## src/rtl/qenc_pkg.sv

```systemverilog
// Shared types, constants and helpers of the quadrature position counter.
// No dependencies; qenc_cfg, qenc_core and the top level refer to it by scoped names.
`default_nettype none

package qenc_pkg;

    localparam int NUM_CHANNELS = 4;
    localparam int COUNT_BITS   = 32;
    localparam int CH_W         = (NUM_CHANNELS > 1) ? $clog2(NUM_CHANNELS) : 1;

    localparam int APB_ADDR_W   = 3;
    localparam int APB_DATA_W   = 32;
    localparam int MASK_W       = 4;
    localparam logic [MASK_W-1:0] REVERSE_MASK_RESET = 4'd10;

    // word index of each register
    localparam logic REG_REVERSE_MASK = 1'b0;

    typedef enum logic [1:0] {
        KIND_SAMPLE = 2'd0,
        KIND_SEED   = 2'd1,
        KIND_READ   = 2'd2,
        KIND_CLEAR  = 2'd3
    } kind_t;

    typedef struct packed {
        kind_t      kind;
        logic [2:0] channel;
        logic       level_a;
        logic       level_b;
    } item_t;

    typedef struct packed {
        logic signed [31:0] position;
        logic [2:0]         out_channel;
    } result_t;

    // step per transition, indexed by {old phase, new phase}
    localparam logic signed [1:0] STEP_TABLE [16] = '{
        2'sd0,  2'sd1,  -2'sd1, 2'sd0,
        -2'sd1, 2'sd0,  2'sd0,  2'sd1,
        2'sd1,  2'sd0,  2'sd0,  -2'sd1,
        2'sd0,  -2'sd1, 2'sd1,  2'sd0
    };

    function automatic logic signed [31:0] to_position(input logic [COUNT_BITS-1:0] cnt);
        return 32'($signed(cnt));
    endfunction

endpackage

`default_nettype wire

```

## src/rtl/qenc_if.sv

```systemverilog
// Valid/ready channel interfaces for requests and results.
// No dependencies; the payload widths are written out as literals.
`default_nettype none

interface qenc_req_if;
    logic       valid;
    logic       ready;
    logic [1:0] kind;
    logic [2:0] channel;
    logic       level_a;
    logic       level_b;

    modport source (output valid, kind, channel, level_a, level_b, input ready);
    modport sink   (input valid, kind, channel, level_a, level_b, output ready);
endinterface

interface qenc_res_if;
    logic               valid;
    logic               ready;
    logic signed [31:0] position;
    logic [2:0]         out_channel;

    modport source (output valid, position, out_channel, input ready);
    modport sink   (input valid, position, out_channel, output ready);
endinterface

`default_nettype wire

```

## src/rtl/qenc_ram.sv

```systemverilog
// Generic single-write, single-read RAM with registered read data.
// No dependencies.
`default_nettype none

module qenc_ram #(
    parameter int WIDTH = 8,
    parameter int DEPTH = 4
) (
    input  wire                         clk,
    input  wire                         we,
    input  wire [((DEPTH > 1) ? $clog2(DEPTH) : 1)-1:0] waddr,
    input  wire [WIDTH-1:0]             wdata,
    input  wire                         re,
    input  wire [((DEPTH > 1) ? $clog2(DEPTH) : 1)-1:0] raddr,
    output logic [WIDTH-1:0]            rdata
);

    logic [WIDTH-1:0] mem [DEPTH];

    always_ff @(posedge clk)
    begin
        if (we)
        begin
            mem[waddr] <= wdata;
        end
        if (re)
        begin
            rdata <= mem[raddr];
        end
    end

endmodule

`default_nettype wire

```

## src/rtl/qenc_cfg.sv

```systemverilog
// APB register block holding the per-channel direction reverse mask.
// Depends on qenc_pkg.
`default_nettype none

module qenc_cfg (
    input  wire                                 clk,
    input  wire                                 rst_n,
    input  wire                                 psel,
    input  wire                                 penable,
    input  wire                                 pwrite,
    input  wire [qenc_pkg::APB_ADDR_W-1:0]      paddr,
    input  wire [qenc_pkg::APB_DATA_W-1:0]      pwdata,
    output logic [qenc_pkg::APB_DATA_W-1:0]     prdata,
    output logic                                pready,
    output logic [qenc_pkg::MASK_W-1:0]         reverse_mask
);

    logic                            mask_sel;
    logic [qenc_pkg::MASK_W-1:0]     mask_reg;
    logic [qenc_pkg::MASK_W-1:0]     mask_next;

    // registers sit on 4-byte boundaries; byte-lane bits are ignored
    assign mask_sel = (paddr[2] == qenc_pkg::REG_REVERSE_MASK);

    always_comb
    begin
        mask_next = mask_reg;
        if (psel && penable && pwrite && mask_sel)
        begin
            mask_next = pwdata[qenc_pkg::MASK_W-1:0];
        end
    end

    always_ff @(posedge clk or negedge rst_n)
    begin
        if (!rst_n)
        begin
            mask_reg <= qenc_pkg::REVERSE_MASK_RESET;
        end
        else
        begin
            mask_reg <= mask_next;
        end
    end

    assign pready       = 1'b1;
    assign prdata       = mask_sel ? qenc_pkg::APB_DATA_W'(mask_reg) : '0;
    assign reverse_mask = mask_reg;

endmodule

`default_nettype wire

```

## src/rtl/qenc_core.sv

```systemverilog
// Read-modify-write core: count and phase memories, one execute stage,
// write bypass and clear-by-valid-bits. Depends on qenc_pkg and qenc_ram.
`default_nettype none

module qenc_core (
    input  wire                             clk,
    input  wire                             rst_n,
    input  wire                             in_fire,
    input  qenc_pkg::item_t                 in_item,
    input  wire [qenc_pkg::MASK_W-1:0]      reverse_mask,
    input  wire                             s1_adv,
    output logic                            s1_valid,
    output qenc_pkg::result_t               s1_result
);

    localparam int NCH = qenc_pkg::NUM_CHANNELS;
    localparam int CW  = qenc_pkg::CH_W;
    localparam int CB  = qenc_pkg::COUNT_BITS;

    logic                   s1_valid_reg;
    logic                   s1_valid_next;
    qenc_pkg::item_t        s1_item_reg;

    logic [NCH-1:0]         cnt_vld_reg;
    logic [NCH-1:0]         cnt_vld_next;
    logic [NCH-1:0]         ph_vld_reg;
    logic [NCH-1:0]         ph_vld_next;

    logic                   cnt_byp_vld_reg;
    logic                   cnt_byp_vld_next;
    logic [CW-1:0]          cnt_byp_ch_reg;
    logic [CB-1:0]          cnt_byp_reg;
    logic                   ph_byp_vld_reg;
    logic                   ph_byp_vld_next;
    logic [CW-1:0]          ph_byp_ch_reg;
    logic [1:0]             ph_byp_reg;

    logic [CB-1:0]          cnt_rdata;
    logic [1:0]             ph_rdata;

    logic                   s1_fire;
    logic                   in_range;
    logic [CW-1:0]          idx;
    logic [1:0]             ph_new;
    logic [1:0]             ph_old;
    logic [CB-1:0]          cnt_old;
    logic [CB-1:0]          cnt_new;
    logic signed [1:0]      step;
    logic [15:0]            rev_vec;
    logic                   rev;
    logic                   cnt_we;
    logic                   ph_we;
    logic                   do_clear;
    logic [CW-1:0]          in_idx;

    assign in_idx   = CW'(in_item.channel);
    assign s1_fire  = s1_valid_reg && s1_adv;
    assign idx      = CW'(s1_item_reg.channel);
    assign in_range = (32'(s1_item_reg.channel) < NCH);
    assign ph_new   = {s1_item_reg.level_a, s1_item_reg.level_b};

    qenc_ram #(.WIDTH(CB), .DEPTH(NCH)) u_cnt_ram (
        .clk   (clk),
        .we    (cnt_we),
        .waddr (idx),
        .wdata (cnt_new),
        .re    (in_fire),
        .raddr (in_idx),
        .rdata (cnt_rdata)
    );

    qenc_ram #(.WIDTH(2), .DEPTH(NCH)) u_ph_ram (
        .clk   (clk),
        .we    (ph_we),
        .waddr (idx),
        .wdata (ph_new),
        .re    (in_fire),
        .raddr (in_idx),
        .rdata (ph_rdata)
    );

    // forward the write retired on the edge that launched this read;
    // entries never written read as zero, and a clear zeroes every count but no phase
    always_comb
    begin
        if (!ph_vld_reg[idx])
        begin
            ph_old = 2'b00;
        end
        else if (ph_byp_vld_reg && (ph_byp_ch_reg == idx))
        begin
            ph_old = ph_byp_reg;
        end
        else
        begin
            ph_old = ph_rdata;
        end

        if (!cnt_vld_reg[idx])
        begin
            cnt_old = '0;
        end
        else if (cnt_byp_vld_reg && (cnt_byp_ch_reg == idx))
        begin
            cnt_old = cnt_byp_reg;
        end
        else
        begin
            cnt_old = cnt_rdata;
        end
    end

    assign rev_vec = 16'(reverse_mask);
    assign rev     = rev_vec[4'(idx)];
    assign step    = qenc_pkg::STEP_TABLE[{ph_old, ph_new}];

    always_comb
    begin
        cnt_new = cnt_old;
        if (step != 2'sd0)
        begin
            // positive step with reverse or negative without: count down
            if ((step == 2'sd1) != rev)
            begin
                cnt_new = cnt_old + CB'(1);
            end
            else
            begin
                cnt_new = cnt_old - CB'(1);
            end
        end
    end

    always_comb
    begin
        cnt_we   = 1'b0;
        ph_we    = 1'b0;
        do_clear = 1'b0;
        s1_result.out_channel = s1_item_reg.channel;
        s1_result.position    = '0;
        case (s1_item_reg.kind)
            qenc_pkg::KIND_SAMPLE:
            begin
                cnt_we = s1_fire && in_range;
                ph_we  = s1_fire && in_range;
                if (in_range)
                begin
                    s1_result.position = qenc_pkg::to_position(cnt_new);
                end
            end
            qenc_pkg::KIND_SEED:
            begin
                ph_we = s1_fire && in_range;
                if (in_range)
                begin
                    s1_result.position = qenc_pkg::to_position(cnt_old);
                end
            end
            qenc_pkg::KIND_READ:
            begin
                if (in_range)
                begin
                    s1_result.position = qenc_pkg::to_position(cnt_old);
                end
            end
            qenc_pkg::KIND_CLEAR:
            begin
                do_clear = s1_fire;
            end
            default:
            begin
                s1_result.position = '0;
            end
        endcase
    end

    always_comb
    begin
        s1_valid_next = s1_valid_reg;
        if (in_fire)
        begin
            s1_valid_next = 1'b1;
        end
        else if (s1_adv)
        begin
            s1_valid_next = 1'b0;
        end

        cnt_vld_next     = cnt_vld_reg;
        cnt_byp_vld_next = cnt_byp_vld_reg;
        ph_vld_next      = ph_vld_reg;
        ph_byp_vld_next  = ph_byp_vld_reg;
        if (do_clear)
        begin
            cnt_vld_next     = '0;
            cnt_byp_vld_next = 1'b0;
        end
        if (cnt_we)
        begin
            cnt_vld_next[idx] = 1'b1;
            cnt_byp_vld_next  = 1'b1;
        end
        if (ph_we)
        begin
            ph_vld_next[idx] = 1'b1;
            ph_byp_vld_next  = 1'b1;
        end
    end

    always_ff @(posedge clk or negedge rst_n)
    begin
        if (!rst_n)
        begin
            s1_valid_reg    <= 1'b0;
            cnt_vld_reg     <= '0;
            ph_vld_reg      <= '0;
            cnt_byp_vld_reg <= 1'b0;
            ph_byp_vld_reg  <= 1'b0;
        end
        else
        begin
            s1_valid_reg    <= s1_valid_next;
            cnt_vld_reg     <= cnt_vld_next;
            ph_vld_reg      <= ph_vld_next;
            cnt_byp_vld_reg <= cnt_byp_vld_next;
            ph_byp_vld_reg  <= ph_byp_vld_next;
        end
    end

    always_ff @(posedge clk)
    begin
        if (in_fire)
        begin
            s1_item_reg <= in_item;
        end
        if (cnt_we)
        begin
            cnt_byp_ch_reg <= idx;
            cnt_byp_reg    <= cnt_new;
        end
        if (ph_we)
        begin
            ph_byp_ch_reg <= idx;
            ph_byp_reg    <= ph_new;
        end
    end

    assign s1_valid = s1_valid_reg;

endmodule

`default_nettype wire

```

## src/rtl/quad_encoder_counter_x4_unit.sv

```systemverilog
// Four-channel x4 quadrature position counter, top level.
// Each request is read from memory into the execute stage, then registered at the output.
// Throughput: one request per cycle while out_ch is not stalled; the count memory
// read-modify-write has a one-entry bypass for back-to-back requests on the same channel.
// Reset: rst_n clears all counts and phases (valid bits), reverse_mask to 4'b1010; no sweep.
// Depends on qenc_pkg, qenc_if, qenc_ram, qenc_cfg, qenc_core.
`default_nettype none

module quad_encoder_counter_x4_unit (
    input  wire                                 clk,
    input  wire                                 rst_n,
    input  wire                                 psel,
    input  wire                                 penable,
    input  wire                                 pwrite,
    input  wire [qenc_pkg::APB_ADDR_W-1:0]      paddr,
    input  wire [qenc_pkg::APB_DATA_W-1:0]      pwdata,
    output logic [qenc_pkg::APB_DATA_W-1:0]     prdata,
    output logic                                pready,
    qenc_req_if.sink                            in_ch,
    qenc_res_if.source                          out_ch
);

    logic [qenc_pkg::MASK_W-1:0]    reverse_mask;
    qenc_pkg::item_t                in_item;
    qenc_pkg::result_t              s1_result;
    logic                           s1_valid;
    logic                           s1_adv;
    logic                           in_fire;

    logic                           out_valid_reg;
    logic                           out_valid_next;
    qenc_pkg::result_t              out_res_reg;

    qenc_cfg u_cfg (
        .clk          (clk),
        .rst_n        (rst_n),
        .psel         (psel),
        .penable      (penable),
        .pwrite       (pwrite),
        .paddr        (paddr),
        .pwdata       (pwdata),
        .prdata       (prdata),
        .pready       (pready),
        .reverse_mask (reverse_mask)
    );

    assign in_item.kind    = qenc_pkg::kind_t'(in_ch.kind);
    assign in_item.channel = in_ch.channel;
    assign in_item.level_a = in_ch.level_a;
    assign in_item.level_b = in_ch.level_b;

    // advance the execute stage whenever the output register frees up
    assign s1_adv      = !out_valid_reg || out_ch.ready;
    assign in_ch.ready = !s1_valid || s1_adv;
    assign in_fire     = in_ch.valid && in_ch.ready;

    qenc_core u_core (
        .clk          (clk),
        .rst_n        (rst_n),
        .in_fire      (in_fire),
        .in_item      (in_item),
        .reverse_mask (reverse_mask),
        .s1_adv       (s1_adv),
        .s1_valid     (s1_valid),
        .s1_result    (s1_result)
    );

    always_comb
    begin
        out_valid_next = out_valid_reg;
        if (s1_adv)
        begin
            out_valid_next = s1_valid;
        end
    end

    always_ff @(posedge clk or negedge rst_n)
    begin
        if (!rst_n)
        begin
            out_valid_reg <= 1'b0;
        end
        else
        begin
            out_valid_reg <= out_valid_next;
        end
    end

    always_ff @(posedge clk)
    begin
        if (s1_adv && s1_valid)
        begin
            out_res_reg <= s1_result;
        end
    end

    assign out_ch.valid       = out_valid_reg;
    assign out_ch.position    = out_res_reg.position;
    assign out_ch.out_channel = out_res_reg.out_channel;

endmodule

`default_nettype wire
```

## src/flat_wrapper.sv

```systemverilog
// flat-port wrapper written by rule: the top's interface ports become plain ports
module quad_encoder_counter_x4_unit_flat 
  (clk, rst_n, psel, penable, pwrite, paddr, pwdata, prdata, pready, in_ch_valid, in_ch_kind, in_ch_channel, in_ch_level_a, in_ch_level_b, in_ch_ready, out_ch_valid, out_ch_position, out_ch_out_channel, out_ch_ready);
  qenc_req_if in_ch_i ();
  qenc_res_if out_ch_i ();
  input  wire clk;
  input  wire rst_n;
  input  wire psel;
  input  wire penable;
  input  wire pwrite;
  input  wire [qenc_pkg::APB_ADDR_W-1:0] paddr;
  input  wire [qenc_pkg::APB_DATA_W-1:0] pwdata;
  output logic [qenc_pkg::APB_DATA_W-1:0] prdata;
  output logic pready;
  input wire logic [$bits(in_ch_i.valid)-1:0] in_ch_valid;
  input wire logic [$bits(in_ch_i.kind)-1:0] in_ch_kind;
  input wire logic [$bits(in_ch_i.channel)-1:0] in_ch_channel;
  input wire logic [$bits(in_ch_i.level_a)-1:0] in_ch_level_a;
  input wire logic [$bits(in_ch_i.level_b)-1:0] in_ch_level_b;
  output wire logic [$bits(in_ch_i.ready)-1:0] in_ch_ready;
  output wire logic [$bits(out_ch_i.valid)-1:0] out_ch_valid;
  output wire logic [$bits(out_ch_i.position)-1:0] out_ch_position;
  output wire logic [$bits(out_ch_i.out_channel)-1:0] out_ch_out_channel;
  input wire logic [$bits(out_ch_i.ready)-1:0] out_ch_ready;
  assign in_ch_i.valid = in_ch_valid;
  assign in_ch_i.kind = in_ch_kind;
  assign in_ch_i.channel = in_ch_channel;
  assign in_ch_i.level_a = in_ch_level_a;
  assign in_ch_i.level_b = in_ch_level_b;
  assign in_ch_ready = in_ch_i.ready;
  assign out_ch_valid = out_ch_i.valid;
  assign out_ch_position = out_ch_i.position;
  assign out_ch_out_channel = out_ch_i.out_channel;
  assign out_ch_i.ready = out_ch_ready;
  quad_encoder_counter_x4_unit u_core (.clk(clk), .rst_n(rst_n), .psel(psel), .penable(penable), .pwrite(pwrite), .paddr(paddr), .pwdata(pwdata), .prdata(prdata), .pready(pready), .in_ch(in_ch_i), .out_ch(out_ch_i));
endmodule
```

## config.mk

```make
export PLATFORM = sky130hd
export DESIGN_NAME = quad_encoder_counter_x4_unit_flat
export DESIGN_NICKNAME = d
export VERILOG_FILES = /design/src/rtl/qenc_pkg.sv /design/src/rtl/qenc_if.sv /design/src/rtl/qenc_ram.sv /design/src/rtl/qenc_cfg.sv /design/src/rtl/qenc_core.sv /design/src/rtl/quad_encoder_counter_x4_unit.sv /design/src/flat_wrapper.sv
export SDC_FILE = /design/constraint.sdc
export NUM_CORES = 1
export LEC_CHECK = 0
export ABC_AREA = 1
export BUFFER_PORTS_ARGS = -buffer_cell sky130_fd_sc_hd__buf_2
export CAP_MARGIN = 20
export CORE_ASPECT_RATIO = 0.9
export CORE_MARGIN = 10
export CORE_UTILIZATION = 60
export DETAILED_ROUTE_END_ITERATION = 8
export PLACE_DENSITY = 0.91
export SYNTH_ARGS = -nofsm -noshare
export SYNTH_HDL_FRONTEND = slang
export SYNTH_HIERARCHICAL = 1
export SYNTH_SLANG_ARGS = --single-unit
```

## constraint.sdc

```tcl
create_clock -name clk -period 7.2 [get_ports clk]
set_clock_uncertainty 0.2 [all_clocks]
set_input_delay 0.36 -clock clk [delete_from_list [all_inputs] [get_ports clk]]
set_output_delay 0.36 -clock clk [all_outputs]
set_load 0.02 [all_outputs]
```

==> impl_metrics.json <==
{
  "first_global_vias": 10410,
  "clkTransAtPathRegs_ns": 0.06,
  "1st_pass_router_iterations": 6,
  "synthCells": 1539,
  "post_synth_instance_area_sq_um": 14070,
  "final_period_minus_worst_setup_slack_ns": 5.766,
  "number_of_fill_cells_in_the_layout": 1657,
  "rows": 53,
  "crit_top_cell": "nand2_1",
  "final-hold-violation-count": 0,
  "seq_total_area_yosys": 0.5624,
  "synth.avg_cell_area_sq_um": 9.140,
  "cts_sinks": 266,
  "viasPerCell": 5.655,
  "grt_max_degree": 72,
  "hold_class": "primary input to flop",
  "placement.setup.worst_slack_ns": 1.724,
  "maximum_buffer_depth_of_the_clock_tree": 3,
  "grt_antenna_before_repair": 1,
  "totalNegativeSetupSlack_ns": 0,
  "ys_seq_elements": 266,
  "cp.arrival_ns": 5.86,
  "ys_warn_count": 6,
  "floorplan.die.width_um": 181.4,
  "vdd_ir_drop_max_uv": 227.2,
  "dominantRegCellSynth": "edfxtp_1",
  "synth-edff-count": 250,
  "finalWeightedCongestion": 0.9721,
  "wl_per_cell_um": 18.53,
  "buffer_ports.inserted": 59,
  "detail_route.iter0.violations": 1284,
  "routed_wirelength_mm": 35.74,
  "critical_path.max_stage_delay_ns": 0.70,
  "fmax_mhz": 173.4,
  "critical_path_required_ns": 7.30,
  "cts_repair_resize_count": 0,
  "fp.coreArea_sq_um": 23210,
  "largest_register_ff_count": 128,
  "final_routed_drc_violation_total": 0,
  "cts_buffers": 27,
  "layout_worst_path_cycle_share": 0.8008,
  "run_status": "complete, no violations",
  "clock_tree.root_cell": "clkbuf_16",
  "report.final.setup_viol": 0,
  "worst-slew-pin-transition_ns": 0.9384,
  "number_of_max_capacitance_violations_reported": 0,
  "p_per_area_nw_per_um2": 295.6,
  "final_nets": 1686,
  "worst-setup-path-type": "flop to flop",
  "die-height_um": 165.3,
  "dpl.hpwl_mm": 22.65,
  "static-leakage-power_uw": 0.006893,
  "final_max_slew_viol_count": 0,
  "cts_htree_levels": 1,
  "synth-async-reset-ratio": 0.06015,
  "grt_pass1_wl_mm": 54.33,
  "globalRouteTotalUtil": 0.2278,
  "register_with_the_highest_flop_count": "u_core/u_core/u_cnt_ram/mem",
  "worst_skew_pair.late_latency_ns": 0.54,
  "slew_headroom": 0.3705,
  "clock_tree_from_tritoncts": "built",
  "timing.critical_path.from_type": "flop",
  "worst_slack_ns": 1.434,
  "timing.critical_path.slowest_stage_cell": "edfxtp_1",
  "cp_max_fo": 37,
  "via_count": 10900,
  "rsz_0062_raised_after_global_routing": "no",
  "floorplan.initialDensity": 0.6060,
  "post_route_cells_drive_above_1_share": 0.1268,
  "io_pins": 119,
  "grt_overflow_total": 0,
  "fp.dieArea_sq_um": 29980,
  "number_of_nets_with_antenna_violations_after_routing": 0,
  "synth.lib_cells_used.distinct": 49,
  "synthToLayoutAreaGrowth_pct": 9.883,
  "cp-end-kind": "flop"
}
-- stage by stage --
stage	hold WS, ns	area (sq um)	utilization	std cells	power [uW]
2_1_floorplan	-0.1356	14170	-	1566	2932
3_3_place_gp	0.08785	14470	0.6236	1864	3205
3_5_place_dp	0.09503	14470	0.6236	1864	3261
4_1_cts	0.02294	15410	0.6641	1925	4530
5_1_grt	0.09063	15460	0.6659	1928	4766
6_report	0.07994	15460	0.6659	1928	4569
-- Yosys cell counts (3+ instances only) --
master,n,area share
o21ai_1,6,0.0021
inv_2,15,0.0040
buf_2,12,0.0043
and2_1,8,0.0036
nand3b_1,4,0.0021
nor3_1,19,0.0068
ha_1,28,0.025
clkbuf_1,16,0.0043
nand4_1,9,0.0040
xor2_1,12,0.0075
o21ai_2,4,0.0025
inv_1,239,0.064
o21ai_0,29,0.010
buf_1,3,0.00080
nand3_1,129,0.046
nand2_4,8,0.0064
o21bai_1,4,0.0021
nand2_2,16,0.0071
xnor2_1,7,0.0044
a21oi_1,74,0.026
nor2_2,9,0.0040
buf_6,9,0.0072
buf_4,38,0.020
edfxtp_1,250,0.53
or2_2,5,0.0022
nor3_2,8,0.0057
nor2_4,4,0.0032
dfrtp_1,14,0.025
nand3_2,10,0.0071
nand2_1,427,0.11
nor2_1,100,0.027
-- final cells by class --
type	count	area, sq um	share of cell area
Timing Repair Buffer	91	598.1	0.03870
Clock buffer	29	683.2	0.04420
Antenna cell	1	2.502	0.0001619
Sequential cell	266	7910	0.5118
Tap cell	302	377.9	0.02445
Inverter	256	960.9	0.06217
Multi-Input combinational cell	966	4817	0.3117
Clock inverter	17	106.4	0.006881
-- cell families after synthesis --
kind of cell / count (synthesis) / share of synthesized area
AND/OR/NAND/NOR: 759 / 0.2426
buffers and inverters: 334 / 0.1051
flip-flops: 266 / 0.5624
AO/OA/AOI/OAI: 130 / 0.05124
adder cells (fa/ha/maj): 29 / 0.02633
XOR/XNOR: 19 / 0.01183
other: 2 / 0.0005339
-- cells in the final DEF, fill, tap and decap left out, types with 5 or more instances in the layout --
cell type      synthesis  routed
clkbuf_16              0      27
nand4_1                9       9
xor2_1                12      12
or2_2                  5       5
buf_4                 38      15
clkinv_1               2      11
nor2_1               100      99
edfxtp_1             250     250
nand2_4                8       8
inv_2                 15      16
clkinv_2               0       5
o21ai_1                6       6
buf_2                 12      59
nor3_1                19      15
o21ai_0               29      29
nor3_2                 8      12
inv_1                239     238
a21oi_1               74      73
nand2_1              427     427
conb_1                 2      29
dlygate4sd3_1          0      15
xnor2_1                7       7
nand3_2               10      10
nand2_2               16      16
nor2_2                 9       9
ha_1                  28      28
dfrtp_1               14      14
nand3_1              129     129
and2_1                 8       8
nor2_4                 4       5
-- power breakdown --
part           internal [uW]  switching, uW
Clock                    714            561
Combinational            359            959
Sequential              1940           39.1
Total                   3010           1560
-- path summary, 6_finish.rpt --
| kind | start | endpoint | slack (ns) | cells after the start |
|---|---|---|---|---|
| max | u_core/u_core/s1_result[1]$_DFFE_PP_ | u_core/out_ch.position[22]$_DFFE_PP_ | 1.43 | 28 |
| min reg2reg | u_core/u_core/ph_vld_reg[2]$_DFFE_PN0P_ | u_core/u_core/ph_vld_reg[2]$_DFFE_PN0P_ | 0.27 | 2 |
| min | paddr[2] | u_core/u_cfg/reverse_mask[2]$_DFFE_PN0P_ | 0.08 | 5 |
| max in group asynchronous | rst_n | u_core/u_cfg/reverse_mask[3]$_DFFE_PN1P_ | 6.37 | 2 |
| max reg2reg | u_core/u_core/s1_result[1]$_DFFE_PP_ | u_core/out_ch.position[22]$_DFFE_PP_ | 1.43 | 28 |
| min in group asynchronous | rst_n | u_core/u_cfg/reverse_mask[2]$_DFFE_PN0P_ | 0.10 | 2 |
-- worst max-delay path: cells and delay by family (launching register included) --
family | cells | cell delay [ns]
simple gates | 18 | 2.02
buf+inv | 2 | 0.29
compound gates | 7 | 1.84
flops | 1 | 0.70
fa+ha+maj | 1 | 0.44
-- layer usage --
metal | global-route usage | vias to the layer above | share of wire
li1 | - | 5052 | -
met1 | 0.2757 | 5070 | 0.36
met2 | 0.3930 | 658 | 0.48
met3 | 0.04618 | 122 | 0.11
met4 | 0.09531 | 0 | 0.041
met5 | 0 | - | 0
-- repair_timing --
action,4_1_cts,5_1_grt
endpoints found under the hold margin,26,0
hold buffers,15,0
buffers inserted,0,0
Power figures use the tool's default switching activity.
